===== config.mk =====
export PLATFORM = sky130hd
export DESIGN_NAME = timed_frame_sequencer_core
export DESIGN_NICKNAME = d
export VERILOG_FILES = /design/src/rtl/tfs_pkg.sv /design/src/rtl/tfs_fifo.sv /design/src/rtl/tfs_front.sv /design/src/rtl/tfs_back.sv /design/src/rtl/timed_frame_sequencer_core.sv
export SDC_FILE = /design/constraint.sdc
export NUM_CORES = 1
export LEC_CHECK = 0
export ABC_AREA = 1
export BUFFER_PORTS_ARGS = -buffer_cell sky130_fd_sc_hd__buf_2
export CORE_ASPECT_RATIO = 1.25
export CORE_MARGIN = 3
export CORE_UTILIZATION = 37
export CTS_BUF_LIST = sky130_fd_sc_hd__clkbuf_4
export CTS_CLUSTER_DIAMETER = 30
export DETAILED_ROUTE_END_ITERATION = 6
export GPL_TIMING_DRIVEN = 0
export PLACE_DENSITY = 0.53
export SLEW_MARGIN = 20
export SYNTH_ARGS = -nofsm -noshare
export SYNTH_HDL_FRONTEND = slang
export SYNTH_SLANG_ARGS = --single-unit

===== constraint.sdc =====
create_clock -name clk -period 13.35 [get_ports clk]
set_clock_uncertainty 0.1 [all_clocks]
set_input_delay 3.3375 -clock clk [delete_from_list [all_inputs] [get_ports clk]]
set_output_delay 3.3375 -clock clk [all_outputs]
set_load 0.05 [all_outputs]

===== src/rtl/tfs_pkg.sv =====
// Shared types, codes and constants of the timed frame sequencer.
`default_nettype none

package tfs_pkg;

	// Default table depth and the depth of the internal queues.
	localparam int TABLE_DEPTH_DEF = 16;
	localparam int QUEUE_DEPTH     = 2;

	// Field widths fixed by the item format.
	localparam int REQ_W     = 2;
	localparam int IDX_W     = 4;
	localparam int KIND_W    = 2;
	localparam int FRAME_W   = 10;
	localparam int DUR_W     = 16;
	localparam int ELAPSED_W = 16;
	localparam int TIMER_W   = 17;

	localparam logic [TIMER_W-1:0] TIMER_MAX = '1;

	// Request codes on req_type.
	localparam logic [REQ_W-1:0] REQ_LOAD    = 2'd0;
	localparam logic [REQ_W-1:0] REQ_TICK    = 2'd1;
	localparam logic [REQ_W-1:0] REQ_RESTART = 2'd2;

	// Entry kinds; every other kind acts as an end entry.
	localparam logic [KIND_W-1:0] KIND_PLAY = 2'd0;
	localparam logic [KIND_W-1:0] KIND_LOOP = 2'd1;

	// Operation handed from the front to the back.
	typedef enum logic [1:0] {
		OP_NOP,
		OP_LOAD,
		OP_TICK,
		OP_RESTART
	} op_t;

	// Sequencer states of the back part.
	typedef enum logic [1:0] {
		ST_IDLE,
		ST_NEXT,
		ST_TARGET
	} state_t;

	// One table entry as stored.
	typedef struct packed {
		logic [IDX_W-1:0]   tgt;
		logic [DUR_W-1:0]   dur;
		logic [FRAME_W-1:0] frame;
		logic [KIND_W-1:0]  kind;
	} entry_t;

	// Classified command in the queue between front and back.
	typedef struct packed {
		op_t                  op;
		logic [IDX_W-1:0]     idx;
		entry_t               word;
		logic [ELAPSED_W-1:0] elapsed;
	} cmd_t;

	// One result transaction.
	typedef struct packed {
		logic [FRAME_W-1:0] frame;
		logic               ended;
		logic               err;
	} res_t;

endpackage

`default_nettype wire


===== src/rtl/tfs_fifo.sv =====
// Small synchronous queue with full and empty flags.
`default_nettype none

module tfs_fifo #(
	parameter int WIDTH = 8,
	parameter int DEPTH = 2
) (
	input  wire logic             clk,
	input  wire logic             arst_n,
	input  wire logic             wr_en,
	input  wire logic [WIDTH-1:0] wr_data,
	output logic                  full,
	input  wire logic             rd_en,
	output logic [WIDTH-1:0]      rd_data,
	output logic                  empty
);

	localparam int PW = (DEPTH > 1) ? $clog2(DEPTH) : 1;
	localparam int CW = $clog2(DEPTH + 1);

	logic [WIDTH-1:0] store_q [DEPTH];
	logic [PW-1:0]    wr_ptr_q;
	logic [PW-1:0]    rd_ptr_q;
	logic [CW-1:0]    count_q;
	logic             do_wr;
	logic             do_rd;

	assign full    = (count_q == CW'(DEPTH));
	assign empty   = (count_q == '0);
	assign do_wr   = wr_en && !full;
	assign do_rd   = rd_en && !empty;
	assign rd_data = store_q[rd_ptr_q];

	// Pointer and fill count update.
	always_ff @(posedge clk or negedge arst_n) begin
		if (!arst_n) begin
			wr_ptr_q <= '0;
			rd_ptr_q <= '0;
			count_q  <= '0;
		end else begin
			if (do_wr) begin
				wr_ptr_q <= (int'(wr_ptr_q) == DEPTH - 1) ? '0 : wr_ptr_q + PW'(1);
			end
			if (do_rd) begin
				rd_ptr_q <= (int'(rd_ptr_q) == DEPTH - 1) ? '0 : rd_ptr_q + PW'(1);
			end
			if (do_wr && !do_rd) begin
				count_q <= count_q + CW'(1);
			end else if (do_rd && !do_wr) begin
				count_q <= count_q - CW'(1);
			end
		end
	end

	// Entry storage.
	always_ff @(posedge clk) begin
		if (do_wr) begin
			store_q[wr_ptr_q] <= wr_data;
		end
	end

endmodule

`default_nettype wire


===== src/rtl/tfs_front.sv =====
// Front part: classifies incoming transactions and queues them for the sequencer.
`default_nettype none

module tfs_front #(
	parameter int TABLE_DEPTH = 16
) (
	input  wire logic                    clk,
	input  wire logic                    arst_n,
	input  wire logic                    push,
	output logic                         full,
	input  wire logic [1:0]              req_type,
	input  wire logic [3:0]              entry_index,
	input  wire logic [1:0]              entry_kind,
	input  wire logic [9:0]              entry_frame,
	input  wire logic [15:0]             entry_duration,
	input  wire logic [3:0]              entry_loop_target,
	input  wire logic [15:0]             elapsed,
	output tfs_pkg::cmd_t                cmd,
	output logic                         cmd_empty,
	input  wire logic                    cmd_pop
);

	import tfs_pkg::*;

	cmd_t             cmd_in;
	logic [$bits(cmd_t)-1:0] cmd_raw;

	// Decode the request and turn loads that fall outside the table into no-ops.
	always_comb begin
		cmd_in.idx     = entry_index;
		cmd_in.elapsed = elapsed;
		cmd_in.word    = '{tgt: entry_loop_target, dur: entry_duration,
			frame: entry_frame, kind: entry_kind};
		unique case (req_type)
			REQ_LOAD: begin
				cmd_in.op = (int'(entry_index) < TABLE_DEPTH) ? OP_LOAD : OP_NOP;
			end
			REQ_TICK:    cmd_in.op = OP_TICK;
			REQ_RESTART: cmd_in.op = OP_RESTART;
			default:     cmd_in.op = OP_NOP;
		endcase
	end

	// Command queue toward the back part.
	tfs_fifo #(
		.WIDTH ($bits(cmd_t)),
		.DEPTH (QUEUE_DEPTH)
	) u_cmd_fifo (
		.clk     (clk),
		.arst_n  (arst_n),
		.wr_en   (push),
		.wr_data (cmd_in),
		.full    (full),
		.rd_en   (cmd_pop),
		.rd_data (cmd_raw),
		.empty   (cmd_empty)
	);

	assign cmd = cmd_t'(cmd_raw);

endmodule

`default_nettype wire


===== src/rtl/tfs_back.sv =====
// Back part: command table, frame timer and the sequencing state machine.
`default_nettype none

module tfs_back #(
	parameter int TABLE_DEPTH = 16
) (
	input  wire logic          clk,
	input  wire logic          arst_n,
	input  wire tfs_pkg::cmd_t cmd,
	input  wire logic          cmd_empty,
	output logic               cmd_pop,
	input  wire logic          res_full,
	output logic               res_push,
	output tfs_pkg::res_t      res
);

	import tfs_pkg::*;

	localparam int AW = $clog2(TABLE_DEPTH);

	// Command table, one write port and one registered read port.
	entry_t mem [TABLE_DEPTH];
	entry_t rd_q;

	state_t           state_q;
	state_t           state_d;
	logic [AW-1:0]    pos_q;
	logic [AW-1:0]    pos_d;
	logic [AW-1:0]    shown_q;
	logic [AW-1:0]    shown_d;
	logic [TIMER_W-1:0] timer_q;
	logic [TIMER_W-1:0] timer_d;
	logic             done_q;
	logic             done_d;
	entry_t           cur_q;
	entry_t           cur_d;
	entry_t           ent0_q;
	entry_t           ent0_d;

	logic             go;
	logic [TIMER_W:0] sum;
	logic [TIMER_W-1:0] sat;
	logic             reach;
	logic [AW-1:0]    pos_inc;
	logic [AW-1:0]    load_addr;
	logic [AW-1:0]    tgt_addr;
	logic             tgt_ok;
	logic             adv;
	logic             mem_we;
	logic             rd_en;
	logic [AW-1:0]    rd_addr;
	logic             err;

	// Shared decode for both control blocks.
	assign go        = !cmd_empty && !res_full;
	assign sum       = {1'b0, timer_q} + (TIMER_W + 1)'(cmd.elapsed);
	assign sat       = (sum > {1'b0, TIMER_MAX}) ? TIMER_MAX : sum[TIMER_W-1:0];
	assign reach     = (sat >= TIMER_W'(cur_q.dur));
	assign pos_inc   = (int'(pos_q) == TABLE_DEPTH - 1) ? '0 : pos_q + AW'(1);
	assign load_addr = AW'(cmd.idx);
	assign tgt_addr  = AW'(rd_q.tgt);
	assign tgt_ok    = (int'(rd_q.tgt) < TABLE_DEPTH);
	assign adv       = go && (cmd.op == OP_TICK) && !done_q && reach;

	// Next state.
	always_comb begin
		state_d = state_q;
		unique case (state_q)
			ST_IDLE: begin
				if (adv) begin
					state_d = ST_NEXT;
				end
			end
			ST_NEXT: begin
				if (rd_q.kind == KIND_LOOP && tgt_ok) begin
					state_d = ST_TARGET;
				end else begin
					state_d = ST_IDLE;
				end
			end
			ST_TARGET: state_d = ST_IDLE;
			default:   state_d = ST_IDLE;
		endcase
	end

	// Datapath updates, table access and result transactions.
	always_comb begin
		pos_d    = pos_q;
		shown_d  = shown_q;
		timer_d  = timer_q;
		done_d   = done_q;
		cur_d    = cur_q;
		ent0_d   = ent0_q;
		mem_we   = 1'b0;
		rd_en    = 1'b0;
		rd_addr  = pos_inc;
		res_push = 1'b0;
		cmd_pop  = 1'b0;
		err      = 1'b0;
		unique case (state_q)
			ST_IDLE: begin
				if (go) begin
					cmd_pop  = 1'b1;
					res_push = 1'b1;
					case (cmd.op)
						OP_LOAD: begin
							mem_we = 1'b1;
							if (load_addr == shown_q) begin
								cur_d = cmd.word;
							end
							if (load_addr == '0) begin
								ent0_d = cmd.word;
							end
						end
						OP_RESTART: begin
							pos_d   = '0;
							shown_d = '0;
							timer_d = '0;
							done_d  = 1'b0;
							cur_d   = ent0_q;
						end
						OP_TICK: begin
							if (!done_q) begin
								if (reach) begin
									// Duration reached: fetch the next entry.
									timer_d  = '0;
									pos_d    = pos_inc;
									rd_en    = 1'b1;
									res_push = 1'b0;
								end else begin
									timer_d = sat;
								end
							end
						end
						default: begin
						end
					endcase
				end
			end
			ST_NEXT: begin
				res_push = 1'b1;
				if (rd_q.kind == KIND_PLAY) begin
					shown_d = pos_q;
					cur_d   = rd_q;
				end else if (rd_q.kind == KIND_LOOP) begin
					if (tgt_ok) begin
						// Target in range: jump there and read the target entry to check it.
						pos_d    = tgt_addr;
						rd_addr  = tgt_addr;
						rd_en    = 1'b1;
						res_push = 1'b0;
					end else begin
						err     = 1'b1;
						pos_d   = '0;
						shown_d = '0;
						done_d  = 1'b0;
						cur_d   = ent0_q;
					end
				end else begin
					done_d = 1'b1;
				end
			end
			ST_TARGET: begin
				res_push = 1'b1;
				if (rd_q.kind == KIND_PLAY) begin
					shown_d = pos_q;
					cur_d   = rd_q;
				end else begin
					err     = 1'b1;
					pos_d   = '0;
					shown_d = '0;
					done_d  = 1'b0;
					cur_d   = ent0_q;
				end
			end
			default: begin
			end
		endcase
		res.frame = cur_d.frame;
		res.ended = done_d;
		res.err   = err;
	end

	// Control registers.
	always_ff @(posedge clk or negedge arst_n) begin
		if (!arst_n) begin
			state_q <= ST_IDLE;
			pos_q   <= '0;
			shown_q <= '0;
			timer_q <= '0;
			done_q  <= 1'b0;
		end else begin
			state_q <= state_d;
			pos_q   <= pos_d;
			shown_q <= shown_d;
			timer_q <= timer_d;
			done_q  <= done_d;
		end
	end

	// Cached copies of the shown entry and of entry zero.
	always_ff @(posedge clk) begin
		cur_q  <= cur_d;
		ent0_q <= ent0_d;
	end

	// Table write and registered read.
	always_ff @(posedge clk) begin
		if (mem_we) begin
			mem[load_addr] <= cmd.word;
		end
		if (rd_en) begin
			rd_q <= mem[rd_addr];
		end
	end

endmodule

`default_nettype wire


===== src/rtl/timed_frame_sequencer_core.sv =====
// Top level of the timed frame sequencer: front, back and result queue.
//
// Both sides look like queues. An input transaction is taken when push is
// high and full is low; req_type selects load entry, time tick or restart.
// Every input transaction yields exactly one result transaction, offered
// while empty is low and taken when pop is high.
// Loads, restarts and ticks that do not end the shown frame pass through the
// command queue, the back part and the result queue. A tick that ends the
// frame also waits for the table read of the next entry, and for one more
// read when that entry is a loop whose target must be checked. The single
// read port of the command table causes these waits; all other transactions
// are taken one per cycle while the result queue is not full.
// Reset clears the position, shown entry index, frame timer, ended flag and both
// queues; the command table holds nothing defined until it is loaded.
// When the receiver stalls, results collect in a two-entry queue, then the
// sequencer holds, then the command queue fills and full goes high.
`default_nettype none

module timed_frame_sequencer_core #(
	parameter int TABLE_DEPTH = tfs_pkg::TABLE_DEPTH_DEF
) (
	input  wire logic        clk,
	input  wire logic        arst_n,
	input  wire logic        push,
	output logic             full,
	input  wire logic [1:0]  req_type,
	input  wire logic [3:0]  entry_index,
	input  wire logic [1:0]  entry_kind,
	input  wire logic [9:0]  entry_frame,
	input  wire logic [15:0] entry_duration,
	input  wire logic [3:0]  entry_loop_target,
	input  wire logic [15:0] elapsed,
	output logic             empty,
	input  wire logic        pop,
	output logic [9:0]       frame_now,
	output logic             is_ended,
	output logic             loop_error
);

	import tfs_pkg::*;

	cmd_t cmd;
	logic cmd_empty;
	logic cmd_pop;
	logic res_full;
	logic res_push;
	res_t res_in;
	res_t res_out;
	logic [$bits(res_t)-1:0] res_raw;

	// Classify and queue input transactions.
	tfs_front #(
		.TABLE_DEPTH (TABLE_DEPTH)
	) u_front (
		.clk               (clk),
		.arst_n            (arst_n),
		.push              (push),
		.full              (full),
		.req_type          (req_type),
		.entry_index       (entry_index),
		.entry_kind        (entry_kind),
		.entry_frame       (entry_frame),
		.entry_duration    (entry_duration),
		.entry_loop_target (entry_loop_target),
		.elapsed           (elapsed),
		.cmd               (cmd),
		.cmd_empty         (cmd_empty),
		.cmd_pop           (cmd_pop)
	);

	// Carry out commands against the table and timer.
	tfs_back #(
		.TABLE_DEPTH (TABLE_DEPTH)
	) u_back (
		.clk       (clk),
		.arst_n    (arst_n),
		.cmd       (cmd),
		.cmd_empty (cmd_empty),
		.cmd_pop   (cmd_pop),
		.res_full  (res_full),
		.res_push  (res_push),
		.res       (res_in)
	);

	// Result queue toward the receiver.
	tfs_fifo #(
		.WIDTH ($bits(res_t)),
		.DEPTH (QUEUE_DEPTH)
	) u_res_fifo (
		.clk     (clk),
		.arst_n  (arst_n),
		.wr_en   (res_push),
		.wr_data (res_in),
		.full    (res_full),
		.rd_en   (pop),
		.rd_data (res_raw),
		.empty   (empty)
	);

	assign res_out    = res_t'(res_raw);
	assign frame_now  = res_out.frame;
	assign is_ended   = res_out.ended;
	assign loop_error = res_out.err;

endmodule

`default_nettype wire

# --- Word level (Yosys, flattened, before mapping) ---
# Memories as Yosys holds them, arrays and structs flattened. A register that Yosys moved wholly into a read port is not among the register bits.
# Index checks and enable logic that the tools add are counted.
classes:
  addsub: 10
  order_cmp: 2
  eq_ne: 24
  muxes: 71
  reduce_logical: 36
ops:
  columns: ["op", "count"]
  rows:
  - ["$mux 28", 4]
  - ["$pmux 28 s3", 1]
  - ["$pmux 28 s2", 1]
  - ["$mux 4", 13]
  - ["$mux 17", 3]
  - ["$mux 1", 34]
  - ["$pmux 17 s2", 1]
  - ["$pmux 4 s3", 2]
  - ["$add 17x16->18", 1]
  - ["$gt 18x17->1 const B", 1]
  - ["$ge 17x16->1", 1]
  - ["$eq 2x2->1 const B", 6]
  - ["$logic_and 1x1->1", 12]
  - ["$mux 2", 6]
  - ["$reduce_and 4->1", 3]
  - ["$logic_not 2->1", 5]
  - ["$logic_not 1->1", 9]
  - ["$ne 3x2->1 const B", 3]
  - ["$eq 2x1->1 const B", 4]
  - ["$ne 2x1->1 const B", 4]
  - ["$pmux 4 s2", 1]
  - ["$reduce_and 7->1", 1]
  - ["$ne 2x2->1 const B", 3]
  - ["$ne 3x3->1 const B", 2]
  - ["14 further kinds", 22]
word_totals:
  reg_bits: 90
  mem_bits_rw: 644
  inputBits: 58
  n_memories: 3
mem_list:
  columns: ["name", "depth", "word_bits", "read_ports", "rd_clocked_by_memory_dff", "write_ports", "line_no", "source"]
  rows:
  - ["u_back.mem", 16, 32, 1, 1, 1, "tfs_back.sv:22", "entry_t mem [TABLE_DEPTH];"]
  - ["u_front.u_cmd_fifo.store_q", 2, 54, 1, 0, 1, "tfs_fifo.sv:21", "logic [WIDTH-1:0] store_q [DEPTH];"]
  - ["u_res_fifo.store_q", 2, 12, 1, 0, 1, "tfs_fifo.sv:21", null]

# --- Longest topological paths before layout ---
# An unclocked memory read counts as a cell.
depth:
  depth_word: 15
  mapped_depth: 39
  ltp_nobuf: 37

# --- Modules after synthesis ---
# Synthesis repeated with hierarchy kept, for this count alone.
unflattened:
  cells_unflattened: 2712
  hier_area_um2: 32008.2
modules_own_cells:
  columns: ["mod", "n_inst", "cells_per_inst", "area_each_um2", "seq_area_each_um2"]
  rows:
  - ["tfs_back", 1, 2298, 26680.6, 18497.7]
  - ["tfs_fifo (u_front.u_cmd_fifo)", 1, 313, 4155.2, 3343.2]
  - ["tfs_fifo (u_res_fifo)", 1, 94, 1119.8, 820.8]
  - ["tfs_front", 1, 7, 52.6, 0.0]

# --- Worst setup path after synthesis ---
# Ideal clock, no wire load.
synth_path:
  kind: "in2reg"
  from: "in push"
  to: "mem u_front.u_cmd_fifo.store_q[1][0] (netlist name), enable pin"
  arrival_ns: 5.764
  required_ns: 12.783
  setup_slack_ns: 7.019
  stages: 2
  n_path_buf: 0
  path_cell_list: "o21ai_0 -> nor2_1"
synth_between:
  elab_chain_len: 3
synth_lines:
  columns: ["item", "line_no", "source"]
  rows:
  - ["start, declared", "timed_frame_sequencer_core.sv:24", "input wire logic push,"]
  - ["$logic_and 1x1->1", "tfs_fifo.sv:30", "assign do_wr = wr_en && !full;"]
  - ["$mux 1", "tfs_fifo.sv:57", "if (do_wr) begin"]
  - ["$mux 1 (implied by the code)", "tfs_fifo.sv:58", "store_q[wr_ptr_q] <= wr_data;"]
  - ["end, declared", "tfs_fifo.sv:21", null]
# Every way passes these cells.

# --- Final worst setup path ---
layout_path:
  from: "reg u_front.u_cmd_fifo.rd_ptr_q"
  to: "mem u_res_fifo.store_q[1][8] (netlist name), enable pin"
layout_between:
  elab_chain_len: 13
  elab_cells_between_ends: 14
  cone_classes: "add/sub: 1; order compare: 2; eq/ne: 1; mux: 8; reduce/logical: 1; memory: 1"
layout_lines:
  columns: ["item", "line_no", "source"]
  rows:
  - ["start, declared", "tfs_fifo.sv:23", "logic [PW-1:0] rd_ptr_q;"]
  - ["start signal, assigned", "tfs_fifo.sv:45", "rd_ptr_q <= (int'(rd_ptr_q) == DEPTH - 1) ? '0 : rd_ptr_q + PW'(1);"]
  - ["$mem_v2 2x54 (*)", null, null]
  - ["$add 17x16->18", "tfs_back.sv:56", "assign sum = {1'b0, timer_q} + (TIMER_W + 1)'(cmd.elapsed);"]
  - ["$gt 18x17->1", "tfs_back.sv:57", "assign sat = (sum > {1'b0, TIMER_MAX}) ? TIMER_MAX : sum[TIMER_W-1:0];"]
  - ["$mux 17", "tfs_back.sv:57", null]
  - ["$ge 17x16->1", "tfs_back.sv:58", "assign reach = (sat >= TIMER_W'(cur_q.dur));"]
  - ["$mux 1", "tfs_back.sv:124", "if (reach) begin"]
  - ["$mux 1", "tfs_back.sv:123", "if (!done_q) begin"]
  - ["$mux 1 (*)", "tfs_back.sv:105", "case (cmd.op)"]
  - ["$mux 1 (*)", "tfs_back.sv:102", "if (go) begin"]
  - ["$pmux 1 s3 (*)", "tfs_back.sv:100", "unique case (state_q)"]
  - ["$logic_and 1x1->1 (*)", "tfs_fifo.sv:30", null]
  - ["$mux 1 (*)", "tfs_fifo.sv:57", null]
  - ["$mux 1 (implied by the code) (*)", "tfs_fifo.sv:58", null]
  - ["end, declared", "tfs_fifo.sv:21", null]
# Every way passes the cells marked *; elsewhere a longest branch is shown, timed or not.

==> out/results.txt <==
Core Util, Final - 43.4%
total iterations of the first detailed-routing run - 7
outcome - finished with violations
antenna-violating nets left - 0
critical path arrival - 7.36 ns
total wire length - 99400 µm
Max Cap Violations - 0
via density per instance - 5.37
number of flops mapped to enable cells by yosys - 718
LEAKAGE - 0.0132 µW
layout cells sized above 1 - 17.0%
fillers - 7883
CTS Root Cell - clkbuf_4
Rel. slew slack - 24.6%
Die ar. - 89000 µm²
crit path kind - flip-flop to flip-flop
chip height - 333 µm
register clock-pin slew on the reported worst setup and hold paths - 0.07 ns
# DRC - 1
CTS tree - yes
quantity of I/O buffers inserted on ports - 71
cell type with the highest aggregate area in the netlist - edfxtp_1
Area Growth Syn to Fin - 16.0%
cts-stage hold buffer count - 0
Hold Crit Class - flip-flop to flip-flop
DRT iter0 DRCs - 2126
pwr/cell area - 251 nW/µm²
worst vdd ir - 0.000115 V
crit-path max FO - 12
worst hold margin - 0.403 ns
register area - 22700 µm²
crit end category - flip-flop
final setup fails - 0
core area - 84400 µm²
Seq/Total Area, Yosys - 71.7%
area of the multi-input gates - 7970 µm²
DIE WIDTH - 267 µm
routability cong. - 0.877
total net switching power - 3850 µW
Worst Max-Slew Pin Slew - 1.13 ns
Clk Latency, worst-skew pair - 1.07 ns
synthesized instance count - 2608
average wire per standard cell - 24.1 µm
DR vias - 22162
failing checks - design-rule violations
# IOs - 72
design area - 36700 µm²
period utilisation layout - 51.4%
vias in the first global route - 22500
NumNets Final - 3002
yosys warns - 0
Area after DPL - 34200 µm²
RSZ-0062 raised after global routing - false
largest net degree at the start of global routing - 37
Final min period - 6.86 ns
fin cells - 4128
top_reg_cell synth - edfxtp_1
H-Tree Depth - 4
Setup Fix Bufs, Post-CTS - 0
TNS Setup - 0 ns
critical path required time - 13.86 ns
Post-Syn Area - 31600 µm²
top achievable clock speed - 146 MHz
DP HPWL - 69100 µm
Max Buffers Root-to-Sink - 3
async set-or-reset flop fraction in the synthesized netlist - 4.71%
initial antenna violation count - 5
post-synth cell types - 47
Syn Nets - 2708
Resized cells post-CTS - 0
CTS Sinks - 764
Num CTS Buffers - 189
final hold vios - 0
Cells after DPL - 3800
share of the synthesized area in the top cell type - 68.2%
row count - 119
first-pass GRT wire length - 145000 µm
Yosys reg bits - 764
syn avg cell area - 12.1 µm²
Gate power share - 40.1%
Clock Power Share - 22.1%
grt ovf - 0
P_int - 5340 µW
final slew viol count - 0
Switching Fraction - 41.9%
sequential power share - 37.7%
Worst setup SP type - flip-flop
Initial Util - 37.5%
synth top area cells - edfxtp_1, nor2_1, nand2_1, o21ai_0, dfrtp_1
Overall Global Routing Usage - 22.4%
-- worst paths after layout --
kind                       slack (ns)  cells after the start                            endpoint                               startpoint
max                              6.49                     27  u_res_fifo.store_q[1][8]$_DFFE_PP_  u_front.u_cmd_fifo.rd_ptr_q$_DFFE_PN0P_
min                              0.40                      2     u_res_fifo.wr_ptr_q$_DFFE_PN0P_          u_res_fifo.wr_ptr_q$_DFFE_PN0P_
max reg2reg                      6.49                     27  u_res_fifo.store_q[1][8]$_DFFE_PP_  u_front.u_cmd_fifo.rd_ptr_q$_DFFE_PN0P_
min reg2reg                      0.40                      2     u_res_fifo.wr_ptr_q$_DFFE_PN0P_          u_res_fifo.wr_ptr_q$_DFFE_PN0P_
max in group asynchronous       10.20                      1         u_back.pos_q[0]$_DFFE_PN0P_                                   arst_n
min in group asynchronous        2.34                      1       u_back.timer_q[1]$_DFFE_PN0P_                                   arst_n
-- area by class of cell --
cell class,count,share of cell area [%]
buffer,132,1.77
sequential,764,61.8
multi-input combinational,1581,21.7
tap,1089,3.72
timing repair buffer,103,2.85
antenna,2,0.0136
inverter,131,1.34
clock inverter,55,1.24
clock buffer,271,5.55
-- cells in the mapped netlist (3+ instances only) --
| cell type | n |
|---|---|
| a21o_1 | 3 |
| a21oi_1 | 69 |
| a22o_1 | 5 |
| a31oi_1 | 9 |
| a41oi_1 | 6 |
| buf_1 | 9 |
| buf_2 | 46 |
| buf_4 | 10 |
| buf_6 | 8 |
| clkbuf_1 | 59 |
| dfrtp_1 | 36 |
| dfxtp_1 | 10 |
| edfxtp_1 | 718 |
| ha_1 | 41 |
| inv_1 | 123 |
| inv_2 | 7 |
| mux2i_1 | 4 |
| nand2_1 | 358 |
| nand3_1 | 45 |
| nand4_1 | 9 |
| nor2_1 | 475 |
| nor2_2 | 10 |
| nor3_1 | 34 |
| o211ai_1 | 42 |
| o21ai_0 | 263 |
| o21ai_1 | 86 |
| o21bai_1 | 3 |
| o221ai_1 | 30 |
| o22ai_1 | 11 |
| o32ai_1 | 34 |
| or2_2 | 8 |
| xnor2_1 | 8 |
| xor2_1 | 10 |
-- routing by layer --
metal	vias up	track usage [%]	share of wire, %
met1	10901	25.5	37
met3	261	4.65	6.8
met4	2	11.5	5.1
met5	-	0	0.018
li1	10052	-	-
met2	946	39.6	51
-- power by group through the flow --
| stage | sequential [µW] | clock (µW) | combinational [µW] |
|---|---|---|---|
| detailed placement | 3520 | 0 | 3680 |
| floorplan | 3470 | 0 | 2160 |
| global route | 3490 | 2200 | 4020 |
| finish | 3470 | 2030 | 3690 |
| global placement | 3530 | 0 | 3540 |
| CTS | 3470 | 2080 | 3690 |
-- critical path: stages (launching register included) --
cell and delay, ns:
dfrtp_1 0.38, inv_1 0.18, buf_2 0.28, clkbuf_1 0.54, buf_1 0.46, nand2_1 0.10
nand2_1 0.09, ha_1 0.29, a21oi_1 0.25, o21ai_0 0.12, a21oi_1 0.18, nand2_1 0.21
clkinv_1 0.26, o21ai_0 0.13, nor2_1 0.25, inv_1 0.08, ha_1 0.32, nand4_1 0.14
nor2_1 0.06, nor2_1 0.17, nand3_1 0.11, nor2_1 0.32, nand2_1 0.20, nand3_1 0.13
nand2_1 0.06, nand2_1 0.11, nand2_1 0.09, nor2_1 0.78
-- metrics by stage --
step                      worst slack, ns  total power [µW]
final                                6.49              9190
after global routing                 5.88              9720
after CTS                            6.38              9240
after detailed placement             6.44              7200
after global placement               5.34              7070
after floorplan                      7.02              5640
-- sequential cells by signal, summed over array words and instances, names as in the netlist, 2 cells and up --
name and cells:
u_back.state_q 2, u_front.u_cmd_fifo.count_q 2, u_back.pos_q 4, u_back.timer_q 17
u_front.u_cmd_fifo.store_q 108, u_back.shown_q 4, u_back.rd_q 28, u_res_fifo.count_q 2
u_back.tgt_addr 4, u_back.cur_q 26, u_back.ent0_q 26, u_back.mem 512
u_res_fifo.store_q 24
-- layout by cell type, fill, tap and decap left out, drive strengths merged --
cell	count
edfxtp	718
nor2	487
nand2	358
o21ai	351
clkbuf	330
buf	176
inv	135
a21oi	71
nand3	45
clkinv	43
o211ai	42
ha	41
dfrtp	36
o32ai	34
nor3	34
o221ai	30
o22ai	11
xor2	10
dfxtp	10
nand4	10
a31oi	9
or2	8
xnor2	8
bufinv	8
a41oi	6
a22o	5
mux2i	4
a21o	3
o21bai	3
diode	2
o31ai	2
nor4	2
o21a	2
a22oi	1
and2	1
nand3b	1
a211oi	1
fa	1
-- kinds of logic (layout without fill, tap and decap cells) --
kind of cell	Yosys count	in the layout	synth area share, %
other	0	2	0
AOI/OAI and AO/OA	571	571	10.5
xor gates and xnor gates	18	18	0.499
adders and majority gates	42	42	1.69
and+or+nand+nor	946	946	11.9
DFF	764	764	71.7
buffers and inverters	263	692	3.61
muxes	4	4	0.127
Note: power is estimated with default switching activity, not from simulation.
